$ cat config.mk
export PLATFORM = sky130hd
export DESIGN_NAME = iou_ta_ctrl
export DESIGN_NICKNAME = d
export VERILOG_FILES = /design/src/sv/iou_ta_pkg.sv /design/src/sv/iou_ta_ctrl.sv
export SDC_FILE = /design/constraint.sdc
export NUM_CORES = 1
export LEC_CHECK = 0
export BUFFER_PORTS_ARGS = -buffer_cell sky130_fd_sc_hd__buf_2
export CORE_AREA = 3 3 45 47
export CTS_BUF_LIST = sky130_fd_sc_hd__clkbuf_4 sky130_fd_sc_hd__clkbuf_8
export DETAILED_ROUTE_END_ITERATION = 7
export DIE_AREA = 0 0 48 50
export GPL_TIMING_DRIVEN = 0
export SLEW_MARGIN = 40
export SYNTH_ARGS = -nofsm -noshare
export SYNTH_HDL_FRONTEND = slang
export SYNTH_SLANG_ARGS = --single-unit
$ cat constraint.sdc
create_clock -name clk_i -period 2.2 [get_ports clk_i]
set_input_delay 0.11 -clock clk_i [delete_from_list [all_inputs] [get_ports clk_i]]
set_output_delay 0.11 -clock clk_i [all_outputs]
set_load 0.01 [all_outputs]
$ cat src/sv/iou_ta_pkg.sv
// Package for the IoU track association block: constants, table entry,
// controller states and the command/status structs. No dependencies.
package iou_ta_pkg;

  localparam int TRACK_SLOTS_DEF = 16;
  localparam int COORD_BITS      = 12;
  localparam int SIZE_BITS       = 13;
  localparam int TIME_BITS       = 32;
  localparam int AREA_BITS       = 2 * COORD_BITS;
  localparam int SLOT_OUT_BITS   = 4;
  localparam int CFG_DATA_BITS   = 32;
  localparam int CFG_IDX_BITS    = 2;

  localparam logic [TIME_BITS-1:0] CAPTURE_DELAY_RST = 32'd1000;
  localparam logic [SIZE_BITS-1:0] FRAME_WIDTH_RST   = 13'd1280;
  localparam logic [SIZE_BITS-1:0] FRAME_HEIGHT_RST  = 13'd720;

  typedef enum logic [CFG_IDX_BITS-1:0] {
    CFG_CAPTURE_DELAY = 2'd0,
    CFG_FRAME_WIDTH   = 2'd1,
    CFG_FRAME_HEIGHT  = 2'd2
  } cfg_reg_e;

  typedef enum logic [3:0] {
    ST_IDLE, ST_SCAN, ST_DIFF, ST_MUL, ST_CMP, ST_WOLD, ST_WNEW, ST_FREE, ST_FIN
  } ctl_state_e;

  typedef enum logic [1:0] {
    RES_EMPTY, RES_MATCH, RES_NEW, RES_DROP
  } res_kind_e;

  typedef struct packed {
    logic [COORD_BITS-1:0] x;
    logic [COORD_BITS-1:0] y;
    logic [COORD_BITS-1:0] w;
    logic [COORD_BITS-1:0] h;
    logic [AREA_BITS-1:0]  area;
    logic [TIME_BITS-1:0]  start;
    logic                  captured;
  } entry_t;

  typedef struct packed {
    logic      in_ready;
    logic      idx_clr;
    logic      idx_inc;
    logic      rd;
    logic      wr_en;
    logic      wr_new;
    logic      wr_fresh;
    logic      set_valid;
    logic      end_frame;
    logic      out_load;
    res_kind_e out_kind;
  } ta_cmd_t;

  typedef struct packed {
    logic in_fire;
    logic in_present;
    logic frame_end;
    logic idx_last;
    logic cur_valid;
    logic cur_free;
    logic match;
    logic out_free;
  } ta_stat_t;

endpackage

$ cat src/sv/iou_ta_ctrl.sv
// Sequencer for track association: slot scan, table update, free-slot
// search and result hand-off. Depends on iou_ta_pkg.
module iou_ta_ctrl import iou_ta_pkg::*; (
  input  logic     clk_i,
  input  logic     rst_ni,
  input  ta_stat_t stat_i,
  output ta_cmd_t  cmd_o
);
  ctl_state_e state_q, state_d;
  res_kind_e  kind_q, kind_d;

  always_ff @(posedge clk_i or negedge rst_ni) begin
    if (!rst_ni) begin
      state_q <= ST_IDLE;
      kind_q  <= RES_EMPTY;
    end else begin
      state_q <= state_d;
      kind_q  <= kind_d;
    end
  end

  always_comb begin
    state_d = state_q;
    kind_d  = kind_q;
    cmd_o   = '0;
    cmd_o.out_kind = kind_q;
    unique case (state_q)
      ST_IDLE: begin
        cmd_o.in_ready = 1'b1;
        cmd_o.idx_clr  = 1'b1;
        if (stat_i.in_fire) begin
          if (stat_i.in_present) begin
            state_d = ST_SCAN;
          end else begin
            kind_d  = RES_EMPTY;
            state_d = ST_FIN;
          end
        end
      end
      ST_SCAN: begin
        if (stat_i.cur_valid) begin
          cmd_o.rd = 1'b1;
          state_d  = ST_DIFF;
        end else if (stat_i.idx_last) begin
          cmd_o.idx_clr = 1'b1;
          state_d       = ST_FREE;
        end else begin
          cmd_o.idx_inc = 1'b1;
        end
      end
      ST_DIFF: state_d = ST_MUL;
      ST_MUL:  state_d = ST_CMP;
      ST_CMP: begin
        if (stat_i.match) begin
          state_d = ST_WOLD;
        end else if (stat_i.idx_last) begin
          cmd_o.idx_clr = 1'b1;
          state_d       = ST_FREE;
        end else begin
          cmd_o.idx_inc = 1'b1;
          state_d       = ST_SCAN;
        end
      end
      ST_WOLD: begin
        cmd_o.wr_en = 1'b1;
        state_d     = ST_WNEW;
      end
      ST_WNEW: begin
        cmd_o.wr_en     = 1'b1;
        cmd_o.wr_new    = 1'b1;
        cmd_o.set_valid = 1'b1;
        kind_d          = RES_MATCH;
        state_d         = ST_FIN;
      end
      ST_FREE: begin
        if (stat_i.cur_free) begin
          cmd_o.wr_en     = 1'b1;
          cmd_o.wr_new    = 1'b1;
          cmd_o.wr_fresh  = 1'b1;
          cmd_o.set_valid = 1'b1;
          kind_d          = RES_NEW;
          state_d         = ST_FIN;
        end else if (stat_i.idx_last) begin
          kind_d  = RES_DROP;
          state_d = ST_FIN;
        end else begin
          cmd_o.idx_inc = 1'b1;
        end
      end
      ST_FIN: begin
        if (stat_i.out_free) begin
          cmd_o.out_load  = 1'b1;
          cmd_o.end_frame = stat_i.frame_end;
          state_d         = ST_IDLE;
        end
      end
      default: state_d = ST_IDLE;
    endcase
  end
endmodule

-- Word-level counts from Yosys, hierarchy flattened
Index checks and enable logic that the tools add are counted.
- bits in registers: 6
- input port bits: 10
- output and inout bits: 12
- word-level logic and storage cells: 52
- equal/unequal tests: 13
- muxes and demuxes: 32
- reductions and logical operators: 5
- operator list (kind ; number):
    $mux W4 ; 9
    $pmux W4 S9 ; 1
    $eq A4 B3 Y1 const B ; 4
    $mux W2 ; 8
    $eq A4 B2 Y1 const B ; 2
    $reduce_and A4 Y1 ; 2
    $mux W1 ; 7
    $ne A2 B2 Y1 const B ; 3
    $ne A3 B3 Y1 const B ; 2
    $pmux W1 S2 ; 3
    $pmux W1 S3 ; 2
    $pmux W2 S3 ; 1
    $eq A4 B1 Y1 const B ; 1
    $eq A4 B4 Y1 const B ; 1
    $logic_not A4 Y1 ; 1
    $mux W3 ; 1
    $reduce_bool A3 Y1 ; 1
    $reduce_or A2 Y1 ; 1

-- Longest topological paths before layout
Gate-level depths: netlist of the first run.
- depth in word-level cells: 3
- depth in mapped cells: 5
- gate-level depth less buffers: 4

-- Least setup slack after synthesis of the first run
No wires, ideal clock.
- path kind: flip-flop to output port
- start point: register state_q[0]
- end point: output port cmd_o[7] (netlist name)
- data arrival time: 1.295 ns
- required time: 2.090 ns
- slack: 0.795 ns
- cell stages (with the launch flop): 4
- path buffers: 1
- cell sequence: dfrtp_1 buf_2 nor2_1 a2111oi_0
- RTL lines (item ; line ; RTL):
    from (decl) ; iou_ta_ctrl.sv:9 ; ctl_state_e state_q, state_d;
    from (signal assigned) ; iou_ta_ctrl.sv:17 ; state_q <= state_d;
    to (decl) ; iou_ta_ctrl.sv:7 ; output ta_cmd_t cmd_o

==> results of run 1 <==
[final timing paths]
| kind | startpoint | to | slack [ns] | cells after the start |
|---|---|---|---|---|
| worst max register to register | state_q[2] | state_q[1] | 0.69 | 4 |
| max in group asynchronous | rst_ni | state_q[2] | 1.84 | 2 |
| worst max-delay path | state_q[1] | cmd_o[9] | 0.46 | 5 |
| worst min register to register | kind_q[1] | kind_q[1] | 0.52 | 2 |
| min in group asynchronous | rst_ni | state_q[3] | 0.22 | 2 |
| worst min-delay path | stat_i[7] | kind_q[0] | 0.09 | 2 |
[synthesized netlist by cell type, drive strengths merged, types with 2 or more instances]
cell type	instances
nand2	4
nor2	7
nor3	6
nand4b	2
dfrtp	6
inv	5
o31ai	2
o21ai	4
buf	3
and3	2
nor2b	2
or3	2
a31oi	3
o22ai	3
[per-stage QoR]
stage	hold slack (ns)	cell area, um^2	power [mW]
4_1_cts	0.0810	639	0.811
3_5_place_dp	-0.0621	607	0.708
6_report	0.0856	639	0.801
3_3_place_gp	-0.0659	607	0.705
5_1_grt	0.0808	639	0.877
2_1_floorplan	-0.186	480	0.552
[power groups by stage]
stage	Sequential (mW)	Combinational (mW)	Clock, mW
global route	0.220	0.548	0.110
floorplan	0.205	0.347	0
CTS	0.212	0.497	0.102
detailed placement	0.214	0.495	0
finish	0.213	0.491	0.0967
global placement	0.212	0.493	0
[critical path: stages, from the launching register on]
cell      delay (ns)
dfrtp_1         0.33
buf_2           0.20
nand4b_1        0.24
or3_1           0.39
o21ai_1         0.09
buf_2           0.14
[layer usage]
layer / share of wire [%] / GRT usage, %
met1: 49 / 16.2
met2: 44 / 15.9
met3: 7.4 / 5.84
met4: 0 / 2.69
met5: 0 / 0
[logic make-up after synthesis]
kind of cell / Yosys count / synth area share (%)
buf+inv: 9 / 8.33
simple gates: 28 / 33.6
compound gates: 19 / 26.8
flops: 6 / 31.2
[sequential cells by signal, summed over array words and instances (netlist names)]
name and flops:
state_q 4, kind_q 2
[layout make-up]
type	instances	area share [%]
buffer	4	3.33
clock buffer	3	3.52
inverter	5	2.94
multi-input combinational	47	45.4
sequential	6	23.5
tap	17	3.33
timing repair buffer	22	18.0
==> flow_metrics.env, run 1 <==
export IMPL_dpl_hpwl_um=1070
export IMPL_swShare_pct=45.7
export IMPL_critPathCaptureType="output port"
export IMPL_tritoncts="yes"
export IMPL_die_x_um=48
export IMPL_min_period_ns=1.74
export IMPL_layout_commonest_cell="buf_2"
export IMPL_core_um2=1690
export IMPL_crit_path_start_kind="register"
export IMPL_wl_um=1300
export IMPL_synth_top_area_share_pct=31.3
export IMPL_dp_cells=100
export IMPL_clk_latency_ns=0.24
export IMPL_synthesis_area_um2=480
export IMPL_num_vias=544
export IMPL_die_area_um2=2400
export IMPL_synthDistinctLibCells=30
export IMPL_grt_pass1_vias=463
export IMPL_utilization_pct=37.9
export IMPL_status="finished clean"
export IMPL_setup_ws_ns=0.463
export IMPL_critPathArrivalTime_ns=1.63
export IMPL_gp_congestion=0.828
export IMPL_htreeDepth=1
export IMPL_first_pass_iters=4
export IMPL_cts_root_buf="clkbuf_4"
export IMPL_place_ws_ns=0.685
export IMPL_drv_slew=0
export IMPL_setup_viol=0
export IMPL_required_ns=2.09
export IMPL_cts_sinks=6
export IMPL_combPwrFrac_pct=61.3
export IMPL_hold_violations=0
export IMPL_vias_per_cell=5.23
export IMPL_drive_above_1_share_pct=36.8
export IMPL_power_density_nw_per_um2=1250
export IMPL_synth_seq_cells=6
export IMPL_synth_edf_count=0
export IMPL_hp_class="in -> reg"
export IMPL_track_usage_pct=11.7
export IMPL_tightest_slew_ns=0.392
export IMPL_rows=15
export IMPL_fin_crit_sh_pct=78.9
export IMPL_portBuffers=21
export IMPL_grt_pass1_wl_um=2010
export IMPL_crit_fanout=10
export IMPL_final_cell_mix="23 x buf_2, 7 x nor2_1, 6 x dfrtp_1, 5 x nor3_1"
export IMPL_skew_ns=0.00135
export IMPL_drt_iter0_markers=14
export IMPL_max_freq_mhz=576
export IMPL_ys_top_cells_by_area="dfrtp_1 31%, nor2_1 5.5%, nor3_1 5.2%, a31oi_1 3.9%, o22ai_1 3.9%"
export IMPL_fin_setup_tns_ns=0
export IMPL_area_growth_pct=33.1
export IMPL_hold_buffers=1
export IMPL_final_cells=104
export IMPL_drc=0
export IMPL_internal_power_mw=0.435
export IMPL_rsz0062_at_grt="no"
export IMPL_syn_avg_cell_area_um2=7.75
export IMPL_synthArstFlopShare_pct=100
export IMPL_synth_largest_area_cell="dfrtp_1"
export IMPL_io_pins=22
export IMPL_crit_type="reg -> out"
export IMPL_multiInputGateArea_um2=290
export IMPL_clock_path_buffers=2
export IMPL_ff_latch_area_um2=150
export IMPL_synth_fp_nets=72
export IMPL_maxSlewHeadroom_pct=73.9
export IMPL_num_fill_cells=187
export IMPL_maxCapViolCount=0
export IMPL_n_antenna_cell=0
export IMPL_cts_made_buffers=3
export IMPL_path_clk_slew_ns=0.04
export IMPL_die_h_um=50
export IMPL_wire_per_inst_um=12.5
export IMPL_grt_max_degree=11
export IMPL_grt_antenna_before_repair=0
export IMPL_p_seq_share_pct=26.6
export IMPL_ys_warn_count=0
export IMPL_overflow=0
export IMPL_post_cts_resized=0
export IMPL_post_cts_buffers=0
export IMPL_ant_nets=0
export IMPL_ys_seq_area_share_pct=31.3
export IMPL_syn_inst=62
export IMPL_synth_flop_cell="dfrtp_1"
export IMPL_p_switching_mw=0.366
export IMPL_leakagePower_nw=0.324
export IMPL_peakVddDrop_mv=0.603
export IMPL_layout_nets=99
export IMPL_pwr_share_clk_pct=12.1
export IMPL_initial_utilization_pct=28.4
Note: power is estimated with default switching activity, not from simulation.
==> inputs of run 2 (changes only) <==
clock period = 1.6 ns   (was 2.2 ns; I/O delays follow)
==> run 2 against run 1 <==
  * Global-route usage increased by 0.069 points
  * Clock-buffer cell count unchanged
  * Final cell count increased by 1.9%
  * Total power increased by 47%
  * Worst hold slack got worse by 0.030 ns
  * Register-to-register slack got worse by 0.60 ns
  * Combinational power increased by 51%
  * Sequential cell count unchanged
  * Critical path type unchanged
  * First-iteration DRC count decreased by 43%
  * Non-clock buffer count increased by 2
  * Sequential power increased by 40%
  * Highest routed layer unchanged
  * Via count increased by 2.4%
==> flow_metrics.env, run 2 (synthesized netlist as in run 1, its figures left out) <==
export IMPL_status="finished clean"
export IMPL_power_density_nw_per_um2=1710
export IMPL_crit_fanout=10
export IMPL_drt_iter0_markers=8
export IMPL_layout_commonest_cell="buf_2"
export IMPL_drive_above_1_share_pct=46.1
export IMPL_setup_ws_ns=0.0542
export IMPL_io_pins=22
export IMPL_max_freq_mhz=647
export IMPL_place_ws_ns=0.0851
export IMPL_clock_path_buffers=2
export IMPL_hp_class="in -> reg"
export IMPL_skew_ns=0.00235
export IMPL_hold_violations=0
export IMPL_wire_per_inst_um=12.7
export IMPL_path_clk_slew_ns=0.04
export IMPL_tightest_slew_ns=0.305
export IMPL_critPathCaptureType="output port"
export IMPL_fin_crit_sh_pct=96.6
export IMPL_num_fill_cells=189
export IMPL_setup_viol=0
export IMPL_num_vias=557
export IMPL_critPathArrivalTime_ns=1.47
export IMPL_dpl_hpwl_um=1070
export IMPL_die_area_um2=2400
export IMPL_rows=15
export IMPL_gp_congestion=0.828
export IMPL_drc=0
export IMPL_peakVddDrop_mv=0.782
export IMPL_largestRegisters="state_q: 4 flops, kind_q: 2 flops"
export IMPL_grt_antenna_before_repair=0
export IMPL_min_period_ns=1.55
export IMPL_crit_type="reg -> out"
export IMPL_portBuffers=21
export IMPL_clk_latency_ns=0.24
export IMPL_largest_reg_flops=4
export IMPL_layout_nets=101
export IMPL_tritoncts="yes"
export IMPL_maxSlewHeadroom_pct=79.5
export IMPL_die_x_um=48
export IMPL_grt_pass1_wl_um=2030
export IMPL_final_cell_mix="20 x buf_2, 6 x nor2_1, 5 x nor3_1, 5 x buf_4"
export IMPL_n_antenna_cell=0
export IMPL_overflow=0
export IMPL_die_h_um=50
export IMPL_vias_per_cell=5.25
export IMPL_initial_utilization_pct=28.4
export IMPL_ant_nets=0
export IMPL_required_ns=1.52
export IMPL_cts_made_buffers=3
export IMPL_crit_path_start_kind="register"
export IMPL_maxCapViolCount=0
export IMPL_top_register="state_q"
export IMPL_grt_max_degree=11
export IMPL_wl_um=1350
export IMPL_grt_pass1_vias=469
export IMPL_first_pass_iters=4
export IMPL_core_um2=1690
export IMPL_drv_slew=0
export IMPL_cts_sinks=6
export IMPL_track_usage_pct=11.7
export IMPL_utilization_pct=40.7
export IMPL_cts_root_buf="clkbuf_4"
export IMPL_fin_hold_ws_ns=0.0552
export IMPL_area_growth_pct=43.0
export IMPL_htreeDepth=1
export IMPL_finalPower_mw=1.18
export IMPL_leakagePower_nw=0.337
==> run 2: changes by cell type in the layout (fill, tap and decap cells not counted), moves of 3 or more <==
| cell | delta |
|---|---|
| buf_2 | -3 |
| buf_4 | +4 |
| dfrtp_1 | -3 |
| dfrtp_2 | +3 |
==> run 2: layout make-up <==
cell class / instances / area, um^2 / share of cell area [%]
Inverter: 5 / 18.8 / 2.73
Multi-Input combinational cell: 47 / 307 / 44.6
Sequential cell: 6 / 154 / 22.4
Timing Repair Buffer: 24 / 136 / 19.9
Clock buffer: 3 / 22.5 / 3.28
Buffer: 4 / 27.5 / 4.01
Tap cell: 17 / 21.3 / 3.10
==> run 2: worst paths after layout <==
path / from / cells after the start / slack (ns) / to
worst max-delay path: state_q[1] / 5 / 0.05 / cmd_o[9]
worst min-delay path: stat_i[7] / 2 / 0.06 / kind_q[0]
worst max register to register: state_q[0] / 4 / 0.09 / state_q[1]
worst min register to register: kind_q[1] / 2 / 0.53 / kind_q[1]
max in group asynchronous: rst_ni / 2 / 1.25 / state_q[3]
min in group asynchronous: rst_ni / 2 / 0.19 / state_q[1]
==> run 2: per-layer routing <==
layer	GRT usage, %	up-vias	wire (um)
met5	0	-	0
met4	2.69	0	0
met2	16.1	21	608
met3	5.84	0	91
met1	16.2	253	645
li1	-	283	-
==> run 2: through the flow <==
step	setup TNS, ns	instance area [um^2]	cells
4_1_cts	0	647	105
5_1_grt	-0.0416	687	106
3_5_place_dp	0	607	100
3_3_place_gp	0	607	100
6_report	0	687	106
2_1_floorplan	0	480	62
==> run 2: power breakdown <==
part           switching, mW  total (mW)  internal [mW]
clock                 0.0514       0.136         0.0846
sequential            0.0725       0.298          0.225
combinational          0.405       0.742          0.338
total                  0.529        1.18          0.648
==> run 2: repair_timing <==
action / CTS / global route
hold endpoints to repair: 6 / 0
setup buffers: 1 / 1
gates resized for setup: 0 / 15
pin swaps: 0 / 3
hold buffers: 1 / 0
endpoints found under the setup margin: 1 / 5
==> run 2: critical path, stage by stage, from the launching register on <==
cell      delay (ns)
dfrtp_1         0.34
buf_4           0.16
nand4b_1        0.14
or3_4           0.35
o21ai_1         0.08
buf_2           0.14
==> inputs of run 3 (changes only) <==
--- a/config.mk
+++ b/config.mk
@@ -8,6 +8,6 @@
 export BUFFER_PORTS_ARGS = -buffer_cell sky130_fd_sc_hd__buf_2
-export CORE_AREA = 3 3 45 47
+export CORE_AREA = 3 3 40 42
 export CTS_BUF_LIST = sky130_fd_sc_hd__clkbuf_4 sky130_fd_sc_hd__clkbuf_8
 export DETAILED_ROUTE_END_ITERATION = 7
-export DIE_AREA = 0 0 48 50
+export DIE_AREA = 0 0 43 45
 export GPL_TIMING_DRIVEN = 0
--- a/constraint.sdc
+++ b/constraint.sdc
@@ -3,2 +3,2 @@
 set_output_delay 0.08 -clock clk_i [all_outputs]
-set_load 0.01 [all_outputs]
+set_load 0.05 [all_outputs]
==> run 3 against run 2 <==
  * Clock-buffer cell count stayed put
  * Via count is 9.0% higher
  * Clock skew is 0.0029 ns higher
  * Critical path depth is 1 lower
==> flow_metrics.env, run 3 (synthesized netlist as in run 1, its figures left out) <==
export IMPL_use_met1_pct=19.8
export IMPL_met3_usage_pct=8.37
export IMPL_drc=0
export IMPL_clock_path_buffers=2
export IMPL_setup_viol=0
export IMPL_wire_per_inst_um=13.8
export IMPL_gp_congestion=0.748
export IMPL_maxSlewHeadroom_pct=74.6
export IMPL_crit_path_start_kind="register"
export IMPL_initial_utilization_pct=37.4
export IMPL_grt_antenna_before_repair=0
export IMPL_required_ns=1.52
export IMPL_finalPower_mw=1.74
export IMPL_critPathArrivalTime_ns=1.52
export IMPL_grt_max_degree=11
export IMPL_overflow=0
export IMPL_track_usage_pct=16.2
export IMPL_first_pass_iters=4
export IMPL_die_x_um=43
export IMPL_core_um2=1280
export IMPL_crit_type="reg -> out"
export IMPL_status="finished clean"
export IMPL_rsz0062_at_grt="yes"
export IMPL_layout_nets=107
export IMPL_leakagePower_nw=0.381
export IMPL_hold_violations=0
export IMPL_die_h_um=45
export IMPL_vias_per_cell=5.52
export IMPL_tightest_slew_ns=0.379
export IMPL_ant_nets=0
export IMPL_crit_fanout=5
export IMPL_peakVddDrop_mv=1.31
export IMPL_cts_root_buf="clkbuf_4"
export IMPL_hp_class="in -> reg"
export IMPL_busiest_layer="met2"
export IMPL_clk_latency_ns=0.25
export IMPL_fin_crit_sh_pct=99.8
export IMPL_tritoncts="yes"
export IMPL_grt_pass1_wl_um=2350
export IMPL_portBuffers=21
export IMPL_dpl_hpwl_um=1050
export IMPL_cts_made_buffers=3
export IMPL_io_pins=22
export IMPL_largestRegisters="state_q: 4 flops, kind_q: 2 flops"
export IMPL_critPathCaptureType="output port"
export IMPL_area_growth_pct=68.8
export IMPL_die_area_um2=1940
export IMPL_path_clk_slew_ns=0.04
export IMPL_post_dp_cell_area_um2=653
export IMPL_drive_above_1_share_pct=55.8
export IMPL_wl_um=1520
export IMPL_final_cell_mix="15 x buf_2, 10 x buf_4, 6 x nor2_1, 6 x clkbuf_4"
export IMPL_power_density_nw_per_um2=2150
export IMPL_fin_setup_tns_ns=0
export IMPL_drv_slew=0
export IMPL_cts_sinks=6
export IMPL_grt_pass1_vias=561
export IMPL_fin_hold_ws_ns=0.0416
export IMPL_top_register="state_q"
export IMPL_rows=13
export IMPL_min_period_ns=1.60
export IMPL_drt_iter0_markers=17
export IMPL_stdcell_area_um2=811
export IMPL_largest_reg_flops=4
export IMPL_max_freq_mhz=626
export IMPL_num_vias=607
export IMPL_skew_ns=0.00529
export IMPL_layout_commonest_cell="buf_2"
export IMPL_maxCapViolCount=0
export IMPL_n_antenna_cell=0
export IMPL_htreeDepth=1
export IMPL_use_met2_pct=24.6
==> run 3: final cells by class <==
type	instances	area, um^2
Timing Repair Buffer	30	209
Multi-Input combinational cell	47	354
Tap cell	15	18.8
Clock buffer	3	22.5
Buffer	4	33.8
Fill cell	119	474
Sequential cell	6	154
Inverter	5	18.8
==> run 3: power by group <==
part | total, mW | switching, mW | internal (mW)
logic | 1.31 | 0.791 | 0.516
registers | 0.301 | 0.0759 | 0.225
clock network | 0.137 | 0.0520 | 0.0846
total | 1.74 | 0.919 | 0.826
==> run 3: layer usage <==
metal  vias up  share of wire, %
li1        300                 -
met1       281                41
met2        24                49
met3         2               8.1
met4         0               1.1
met5         -                 0
==> run 3: repair_timing <==
action | CTS | global route
hold endpoints to repair | 6 | 0
setup endpoints to repair | 8 | 9
hold buffers | 1 | 0
cloned | 0 | 1
gates resized for setup | 13 | 13
setup buffers | 3 | 4
pin swaps | 2 | 1
==> run 3: path summary, 6_finish.rpt <==
kind                            startpoint  slack, ns    endpoint  cells after the start
worst max register to register  state_q[0]       0.07  state_q[1]                      4
max in group asynchronous           rst_ni       1.26  state_q[0]                      2
min in group asynchronous           rst_ni       0.18   kind_q[1]                      2
worst min-delay path             stat_i[7]       0.04   kind_q[0]                      2
worst min register to register   kind_q[1]       0.52   kind_q[1]                      2
worst max-delay path            state_q[3]      0.003    cmd_o[9]                      4
==> run 3: stage by stage <==
step | worst slack, ns | instances | util (%)
floorplan | 0.0318 | 62 | -
global placement | -0.0317 | 98 | 50.8
detailed placement | -0.0311 | 98 | 50.8
CTS | -0.00734 | 105 | 58.0
global route | -0.0408 | 110 | 63.1
finish | 0.00323 | 110 | 63.1
==> run 3: worst max-delay path, cell delays in order (launching register included) <==
cell and delay [ns]:
dfrtp_2 0.43, nand4b_1 0.23, or3_4 0.37, o21ai_2 0.07, buf_6 0.17
